`src/design/lmpc_pkg.sv`:
```
package lmpc_pkg;

  localparam int GUARD_BITS = 8;
  localparam int FRAC_BITS  = 8 + GUARD_BITS;

  // widths of the fixed-point terms
  localparam int FACT_W = FRAC_BITS + 1;        // fraction of 1.0, up to 1.0 itself
  localparam int CORE_W = FRAC_BITS + 7;        // brightness knee term
  localparam int LIT_W  = FRAC_BITS + 10;       // lit channel, byte scale
  localparam int PROD_W = LIT_W + FACT_W;       // lit times level
  localparam int AMB_W  = 8 + FACT_W;           // ambient times darkness
  localparam int SUM_W  = 2 * FRAC_BITS + 10;   // blended channel before rounding
  localparam int RES_W  = SUM_W - 2 * FRAC_BITS;

  localparam int LUT_DEPTH    = 256;
  localparam int ROUND_BIAS   = 127;
  localparam int BYTE_MAX     = 255;
  localparam int KNEE_LEVEL   = 179;            // first byte above 0.7
  localparam int KNEE_TWICE   = 357;            // 2 * 178.5

  localparam logic [FACT_W-1:0] FRAC_ONE = FACT_W'(1) << FRAC_BITS;
  localparam logic [7:0]        LEVEL_FULL = 8'(BYTE_MAX);

  typedef logic [FACT_W-1:0] frac_t;
  typedef frac_t frac_lut_t [LUT_DEPTH];

  typedef struct packed {
    logic [7:0] red;
    logic [7:0] green;
    logic [7:0] blue;
  } rgb_t;

  typedef struct packed {
    frac_t             gq;    // brightness as fraction
    frac_t             rq;    // level as fraction
    frac_t             dq;    // darkness, 1 - level
    logic [CORE_W-1:0] core;  // extra light above the knee
  } factor_t;

  typedef struct packed {
    logic s1_load;
    logic s2_load;
  } adv_t;

  typedef enum logic [1:0] {
    REG_AMBIENT_RED   = 2'd0,
    REG_AMBIENT_GREEN = 2'd1,
    REG_AMBIENT_BLUE  = 2'd2
  } reg_index_t;

  // byte to fraction of 1.0, rounded: floor((b * 2^F + 127) / 255)
  function automatic frac_lut_t build_frac_lut();
    frac_lut_t lut;
    for (int i = 0; i < LUT_DEPTH; i++) begin
      lut[i] = FACT_W'(((longint'(i) << FRAC_BITS) + ROUND_BIAS) / 255);
    end
    return lut;
  endfunction

  localparam frac_lut_t FRAC_LUT = build_frac_lut();

endpackage

```
`src/design/lmpc_merge.sv`:
```
module lmpc_merge (
  input  logic           clk,
  input  logic           load,
  input  lmpc_pkg::rgb_t lane_rgb,
  input  lmpc_pkg::rgb_t pixel,
  input  logic           pass,
  output lmpc_pkg::rgb_t rgb_r,
  output logic           pass_r
);

  lmpc_pkg::rgb_t rgb_nxt;

  // fully lit and no brightness: hand the scene pixel back untouched
  always_comb begin
    if (pass) begin
      rgb_nxt = pixel;
    end else begin
      rgb_nxt = lane_rgb;
    end
  end

  always_ff @(posedge clk) begin
    if (load) begin
      rgb_r  <= rgb_nxt;
      pass_r <= pass;
    end
  end

endmodule

```
`config.mk`:
```
export PLATFORM = sky130hd
export DESIGN_NAME = lmpc_merge
export DESIGN_NICKNAME = d
export VERILOG_FILES = /design/src/design/lmpc_pkg.sv /design/src/design/lmpc_merge.sv
export SDC_FILE = /design/constraint.sdc
export NUM_CORES = 1
export LEC_CHECK = 0
export BUFFER_PORTS_ARGS = -buffer_cell sky130_fd_sc_hd__buf_4
export CAP_MARGIN = 0
export CELL_PAD_IN_SITES_DETAIL_PLACEMENT = 1
export CELL_PAD_IN_SITES_GLOBAL_PLACEMENT = 1
export CORE_AREA = 10 10 75 70
export DETAILED_ROUTE_END_ITERATION = 10
export DIE_AREA = 0 0 85 80
export PLACE_DENSITY_LB_ADDON = 0.1
export SKIP_LAST_GASP = 1
export SYNTH_ARGS = -nofsm -noshare
export SYNTH_HDL_FRONTEND = slang
export SYNTH_SLANG_ARGS = --single-unit
export TNS_END_PERCENT = 50
```
`constraint.sdc`:
```
create_clock -name clk -period 1.3 [get_ports clk]
set_input_delay 0.26 -clock clk [delete_from_list [all_inputs] [get_ports clk]]
set_output_delay 0.26 -clock clk [all_outputs]
set_load 0.05 [all_outputs]
```
==> flow_metrics.tcl <==
set metrics [dict create \
    outcome "finished, final reports clean" \
    power_density_nw_per_um2 1160 \
    yosysSeqAreaShare_pct 65.4 \
    first_global_vias 853 \
    routedWlPerCell_um 17.6 \
    via_count 766 \
    synthToLayoutAreaGrowth_pct 57.1 \
    clockBufferDepth 2 \
    wl_mm 3.09 \
    top_layer "met3" \
    path_delay_family "flip-flops" \
    power_frac_clock_pct 22.2 \
    cp.required_ns 1.04 \
    cts.htree.levels 1 \
    fp.coreArea_um2 3700 \
    pwr-share-seq_pct 47.6 \
    pre_cts_slack_ns 0.156 \
    yosysWarnings 0 \
    ys_ff_latch 25 \
    synth_edf_count 25 \
    overflow 0 \
    grt_antenna_before_repair 0 \
    final_area_um2 1800 \
    finalSetupViolCount 0 \
    crit_fanout 1 \
    hold_ws_ns 0.288 \
    stdcell_count 176 \
    num_rows 21 \
    rsz0062_at_grt "false" \
    antenna_cells 0 \
    worst_setup_path_end_kind "output pin" \
    post_cts_buffers 0 \
    cts_num_sinks 25 \
    ir_drop_v 0.000532 \
    fin_tns_setup_ns 0 \
    drc 0 \
    leakagePower_nw 0.829 \
    synth_fp_nets 103 \
    die_width_um 85 \
    power_frac_comb_pct 30.2 \
    setup_slack_ns 0.172 \
    route.met3.wl_um 287 \
    slowest_stage "edfxtp_1" \
    syn_area_per_cell_um2 22.1 \
    synthDistinctLibCells 5 \
    async_flop_share_pct 0 \
    cp-start-kind "register" \
    synthTopCellsByArea "edfxtp_1 (65%), mux2_4 (26%), mux2_2 (3.9%), buf_12 (3.5%), buf_6 (0.98%)" \
    drt_iter0_markers 12 \
    hp-class "in2reg" \
    dp.cells 172 \
    postCtsHoldBufs 0 \
    io_buffers 75 \
    grt_pass1_wl_mm 4.61 \
    p_sw_share_pct 30.0 \
    die-area_um2 6800 \
    initial_core_util_pct 31.0 \
    cts_tree "built" \
    post-route-util_pct 48.7 \
    hold_start "lane_rgb[1]" \
    place_area_um2 1760 \
    yosysTopAreaCellShare_pct 65.4 \
    crit_path_start "rgb_r[3]" \
    ant_nets 0 \
    drive_gt1_share_pct 80.8 \
    met2_length_mm 1.68 \
    cts-root-buf "clkbuf_8" \
    grt_usage_pct 8.54 \
    finalHoldViolations 0 \
    yosys.area.top_type "edfxtp_1" \
    fin_nets 182 \
    netlist_area_um2 1150 \
    post-route-period-util_pct 86.8 \
    cp.buffers_inverters 1 \
    worst_pin_slew_ns 0.323 \
    routabilityCongestion 0.726 \
    criticalPathCategory "reg2out" \
    wl_met1_mm 1.12 \
    yosys_most_used_dff "edfxtp_1" \
    synthCells 52 \
    layout_min_cycle_time_ns 1.13 \
    grt_max_degree 26 \
    max-slew-margin-rel_pct 78.4 \
    p_total_mw 2.09 \
    die_height_um 80 \
    synth.most_common_cell "edfxtp_1" \
    firstDrtPassIters 2 \
    drv_slew 0 \
    cap_violations 0 \
    clkTransAtPathRegs_ns 0.09 \
    cts_resized 0 \
    viasPerCell 4.35 \
    switchingPower_uw 627 \
    ios 76 \
    crit_arrival_ns 0.87 \
    fmax_mhz 887 \
    dpl.hpwl_mm 2.61 \
    numCtsBuffers 3 \
    synth_top_cells_by_count "edfxtp_1 (25), mux2_4 (20), mux2_2 (4)" \
    internal-power_mw 1.46 \
    cpPeakStageDelay_ns 0.40 \
    worstPathCellList "buf_4" \
]
worst paths after layout:
path,end,slack (ns),cells past startpoint
worst max-delay path,rgb_r[3],0.17,1
worst min-delay path,rgb_r[1],0.29,2
cell usage in the layout (no fill, tap or decap):
cell type	synthesis	final
edfxtp_1	25	25
buf_12	2	2
mux2_4	20	20
clkinv_2	0	1
buf_4	0	75
mux2_2	4	4
clkbuf_8	0	3
state kept, by name, summed over array words and instances, names as in the netlist:
name / cells
rgb_r: 24
pass_r: 1
logic make-up after synthesis:
logic type	synth area share (%)
buf+inv	4.47
flops	65.4
mux	30.1
layout make-up:
cell class	instances	area, um2
clock buffer	3	41.3
clock inverter	1	5.00
fill	392	1900
multi-input combinational	24	345
sequential	25	751
tap	46	57.6
timing repair buffer	77	603
layer usage:
layer | GRT usage [%] | vias up
li1 | - | 358
met1 | 8.05 | 372
met4 | 0.987 | 0
met2 | 16.3 | 36
met5 | 0 | -
met3 | 4.59 | 0
power groups by stage:
stage	registers [mW]	logic, mW	clock network (mW)
2_1_floorplan	1.27	0.122	0
3_3_place_gp	1.01	0.635	0
3_5_place_dp	1.01	0.640	0
4_1_cts	0.995	0.641	0.468
5_1_grt	1.00	0.659	0.511
6_report	0.993	0.630	0.464
(Power assumes the default switching activity.)
