$ cat config.mk
export PLATFORM = sky130hd
export DESIGN_NAME = lmpc_lane
export DESIGN_NICKNAME = d
export VERILOG_FILES = /design/src/design/lmpc_pkg.sv /design/src/design/lmpc_lane.sv
export SDC_FILE = /design/constraint.sdc
export NUM_CORES = 2
export LEC_CHECK = 0
export CAP_MARGIN = 10
export CORE_UTILIZATION = 57
export DETAILED_ROUTE_END_ITERATION = 8
export DONT_BUFFER_PORTS = 1
export PLACE_DENSITY = 0.76
export SLEW_MARGIN = 20
export SYNTH_ARGS = -nofsm -noshare
export SYNTH_HDL_FRONTEND = slang
export SYNTH_SLANG_ARGS = --single-unit
$ cat constraint.sdc
create_clock -name clk -period 17.4 [get_ports clk]
set_input_delay 3.48 -clock clk [delete_from_list [all_inputs] [get_ports clk]]
set_output_delay 3.48 -clock clk [all_outputs]
set_load 0.02 [all_outputs]
$ cat src/design/lmpc_pkg.sv
package lmpc_pkg;

  localparam int GUARD_BITS = 8;
  localparam int FRAC_BITS  = 8 + GUARD_BITS;

  // widths of the fixed-point terms
  localparam int FACT_W = FRAC_BITS + 1;        // fraction of 1.0, up to 1.0 itself
  localparam int CORE_W = FRAC_BITS + 7;        // brightness knee term
  localparam int LIT_W  = FRAC_BITS + 10;       // lit channel, byte scale
  localparam int PROD_W = LIT_W + FACT_W;       // lit times level
  localparam int AMB_W  = 8 + FACT_W;           // ambient times darkness
  localparam int SUM_W  = 2 * FRAC_BITS + 10;   // blended channel before rounding
  localparam int RES_W  = SUM_W - 2 * FRAC_BITS;

  localparam int LUT_DEPTH    = 256;
  localparam int ROUND_BIAS   = 127;
  localparam int BYTE_MAX     = 255;
  localparam int KNEE_LEVEL   = 179;            // first byte above 0.7
  localparam int KNEE_TWICE   = 357;            // 2 * 178.5

  localparam logic [FACT_W-1:0] FRAC_ONE = FACT_W'(1) << FRAC_BITS;
  localparam logic [7:0]        LEVEL_FULL = 8'(BYTE_MAX);

  typedef logic [FACT_W-1:0] frac_t;
  typedef frac_t frac_lut_t [LUT_DEPTH];

  typedef struct packed {
    logic [7:0] red;
    logic [7:0] green;
    logic [7:0] blue;
  } rgb_t;

  typedef struct packed {
    frac_t             gq;    // brightness as fraction
    frac_t             rq;    // level as fraction
    frac_t             dq;    // darkness, 1 - level
    logic [CORE_W-1:0] core;  // extra light above the knee
  } factor_t;

  typedef struct packed {
    logic s1_load;
    logic s2_load;
  } adv_t;

  typedef enum logic [1:0] {
    REG_AMBIENT_RED   = 2'd0,
    REG_AMBIENT_GREEN = 2'd1,
    REG_AMBIENT_BLUE  = 2'd2
  } reg_index_t;

  // byte to fraction of 1.0, rounded: floor((b * 2^F + 127) / 255)
  function automatic frac_lut_t build_frac_lut();
    frac_lut_t lut;
    for (int i = 0; i < LUT_DEPTH; i++) begin
      lut[i] = FACT_W'(((longint'(i) << FRAC_BITS) + ROUND_BIAS) / 255);
    end
    return lut;
  endfunction

  localparam frac_lut_t FRAC_LUT = build_frac_lut();

endpackage

$ cat src/design/lmpc_lane.sv
module lmpc_lane (
  input  logic                 clk,
  input  lmpc_pkg::adv_t       adv,
  input  logic [7:0]           pixel,
  input  logic [7:0]           ambient,
  input  lmpc_pkg::factor_t    factor,
  output logic [7:0]           result
);

  logic [lmpc_pkg::LIT_W-1:0]  lit_nxt, lit_r;
  logic [lmpc_pkg::AMB_W-1:0]  amb_dq_nxt, amb_dq_r;
  lmpc_pkg::frac_t             rq_r;
  logic [lmpc_pkg::FACT_W:0]   gain;
  logic [lmpc_pkg::PROD_W-1:0] prod;
  logic [lmpc_pkg::SUM_W-1:0]  sum;
  logic [lmpc_pkg::RES_W-1:0]  res;

  localparam logic [lmpc_pkg::SUM_W-1:0] ROUND_HALF =
    lmpc_pkg::SUM_W'(1) << (2 * lmpc_pkg::FRAC_BITS - 1);

  // first multiply: brighten the scene channel and scale the ambient by the darkness
  always_comb begin
    gain       = (lmpc_pkg::FACT_W + 1)'(lmpc_pkg::FRAC_ONE)
               + (lmpc_pkg::FACT_W + 1)'(factor.gq);
    lit_nxt    = lmpc_pkg::LIT_W'(pixel) * lmpc_pkg::LIT_W'(gain)
               + lmpc_pkg::LIT_W'(factor.core);
    amb_dq_nxt = lmpc_pkg::AMB_W'(ambient) * lmpc_pkg::AMB_W'(factor.dq);
  end

  always_ff @(posedge clk) begin
    if (adv.s2_load) begin
      lit_r    <= lit_nxt;
      amb_dq_r <= amb_dq_nxt;
      rq_r     <= factor.rq;
    end
  end

  // second multiply: blend toward ambient, round half up, saturate
  always_comb begin
    prod = lmpc_pkg::PROD_W'(lit_r) * lmpc_pkg::PROD_W'(rq_r);
    sum  = lmpc_pkg::SUM_W'(prod)
         + (lmpc_pkg::SUM_W'(amb_dq_r) << lmpc_pkg::FRAC_BITS)
         + ROUND_HALF;
    res  = sum[lmpc_pkg::SUM_W-1 -: lmpc_pkg::RES_W];
    if (res > lmpc_pkg::RES_W'(lmpc_pkg::BYTE_MAX)) begin
      result = 8'(lmpc_pkg::BYTE_MAX);
    end else begin
      result = res[7:0];
    end
  end

endmodule

==> impl_metrics.tcl <==
set metrics [dict create \
    setup_violations 0 \
    firstDrtPassIters 5 \
    worst_slew_margin_rel_pct 18.9 \
    maxCapViolCount 0 \
    io_buffers 0 \
    path_max_fanout 26 \
    cpPeakStageDelay_ns 1.16 \
    path_cells "nand2_1, fa_1, inv_1, fa_1, fa_1, fa_1, fa_1, inv_1, fa_1, inv_1, ha_1, nand4_1, nor4_1, nand4_1, a211oi_2, o21ai_1, a211o_1, o311a_1, nand3_1" \
    post-route-period-util_pct 68.2 \
    yosysSeqAreaShare_pct 7.89 \
    io_pins 101 \
    cts_buffer_depth 2 \
    die-width_um 215 \
    antenna_found_initial 3 \
    yosys_warnings 0 \
    root_buffer "clkbuf_16" \
    vias_per_cell 5.42 \
    start_kind "register" \
    end_kind "primary output" \
    synth_flop_cell "edfxtp_1" \
    ys_types 59 \
    drive_gt1_share_pct 1.54 \
    ctsHoldBuffers 0 \
    numCtsBuffers 9 \
    crit_required_ns 13.92 \
    met2WireLength_um 29700 \
    tightest_slew_ns 1.22 \
    post_drt_wl_per_cell_um 16.6 \
    wl_um 56300 \
    cts_tree "yes" \
    grt_start_max_net_pins 69 \
    postCtsSetupBuffers 0 \
    ant_nets 0 \
    grt_overflow_total 0 \
    hp-class "primary input to register" \
    slew_violations 0 \
    syn_area_mm2 0.0259 \
    cts_resized 0 \
    synth_edf_count 68 \
    fin_crit_ns 11.87 \
    initial_core_util_pct 58.2 \
    die_y_um 215 \
    grt_setup_unrepaired "false" \
    setup_tns_ns 0 \
    clock-sinks 68 \
    cts-htree-levels 3 \
    first_iter_violations 954 \
    worstPathArrival_ns 8.39 \
    gp_congestion 0.906 \
    vias 18315 \
    met1_length_um 21900 \
    clk_pin_slew_ns 0.06 \
    hold_violations 0 \
    die_area_mm2 0.0463 \
    drcViolationCount 0 \
    area_growth_pct 3.10 \
    max_clock_freq_ghz 0.0843 \
    met3_length_um 3020 \
    async_flop_share_pct 0 \
    crit_slowest_cell "edfxtp_1" \
    nNetsFinal 3697 \
    crit_path_frequent_cell "fa_1" \
    routed.top_layer "met4" \
    grt_pass1_wl_um 95900 \
    outcome "finished, final reports clean" \
    syn_avg_cell_area_um2 9.07 \
    netlist_instances 2855 \
    core-area_mm2 0.0445 \
    placementRows 77 \
    hpwlAfterDp_um 46700 \
    synth-seq-cells 68 \
    crit_type "register to primary output" \
    track_usage_pct 25.7 \
    grt_pass1_vias 20405 \
]
==> cell usage in the layout, fill, tap and decap left out, drive strengths merged, types with 3 or more instances in the layout <==
cell and count:
inv 772, clkinv 3, clkbuf 9, xnor2 38, fa 590, and3 3
xor2 10, o21a 9, or3 6, nand4 9, diode 3, edfxtp 68
nor2 31, a31oi 7, o21ai 35, o31ai 3, nand2 423, ha 232
o21bai 8, a21oi 57, buf 11, nand3 27, nand2b 12, mux2 3
nor4 3, a21o 17, nor3 17, a211oi 6, o211ai 9, a311oi 3
nor2b 5, or2 5, and2 324, a2111oi 3
==> metal layers <==
layer,global-route usage [%],vias to the layer above
met5,0,-
met4,8.89,0
met3,2.92,131
met2,46.9,588
met1,31.3,9378
li1,-,8218
==> worst max-delay path: cells and delay by family (launching register included) <==
kind / cells / cell delay (ns)
AOI/OAI and AO/OA: 4 / 1.62
adders and majority gates: 7 / 3.43
buffers and inverters: 3 / 0.16
DFF: 1 / 1.16
and+or+nand+nor: 5 / 1.65
==> sequential cells by signal (all words and copies together) (netlist names) <==
register and count:
amb_dq_r 25, lit_r 26, rq_r 17
==> cell type report <==
cell class | instances | area (um^2)
Antenna cell | 3 | 7.51
Clock buffer | 9 | 225
Clock inverter | 7 | 90.1
Fill cell | 3799 | 17800
Inverter | 771 | 2890
Multi-Input combinational cell | 1921 | 20600
Sequential cell | 68 | 2040
Tap cell | 592 | 741
Timing Repair Buffer | 11 | 103
==> cells in the mapped netlist, types with 4 or more instances <==
library cell	n	area (um^2)
o211ai_1	5	37.5
fa_1	590	11800
ha_1	232	2900
nor2_1	31	116
nand3_1	27	135
nand2_1	423	1590
o21bai_1	8	60.1
nor2b_1	5	31.3
or3_1	6	37.5
o21a_1	9	67.6
xor2_1	10	87.6
o211ai_2	4	50.1
nor3_1	17	85.1
xnor2_1	38	333
nand2b_1	12	75.1
nand4_1	9	56.3
a31oi_1	7	43.8
clkbuf_1	95	357
inv_1	771	2890
o21ai_0	34	170
a21oi_1	56	280
a21o_1	17	128
edfxtp_1	68	2040
and2_1	323	2020
a211oi_1	5	37.5
==> path summary, 6_finish.rpt <==
path	slack, ns	startpoint	to	cells past startpoint
max	5.53	rq_r[9]	result[4]	19
min	3.22	factor[45]	rq_r[5]	0
==> metrics by stage <==
| step | hold slack [ns] | std cells | area, um^2 | util, % | setup WS, ns |
|---|---|---|---|---|---|
| floorplan | 3.58 | 2856 | 25900 | - | 7.73 |
| global placement | 3.58 | 3362 | 26300 | 59.2 | 6.09 |
| detailed placement | 3.58 | 3362 | 26300 | 59.2 | 6.02 |
| CTS | 3.21 | 3378 | 26700 | 59.9 | 5.62 |
| global route | 3.21 | 3381 | 26700 | 60.0 | 5.25 |
| finish | 3.22 | 3382 | 26700 | 60.0 | 5.53 |
==> cell families after synthesis <==
logic type | count (synthesis) | synth area share (%)
AND/OR/NAND/NOR | 868 | 16.4
buffers and inverters | 867 | 12.6
adder cells (fa/ha/maj) | 822 | 56.8
AO/OA/AOI/OAI | 177 | 4.48
flip-flops | 68 | 7.89
XOR/XNOR | 48 | 1.62
multiplexers | 4 | 0.169
other | 1 | 0.0145
Power is not shown: default switching activity piles up to over one toggle a cycle in this logic, so the estimate is an artifact.
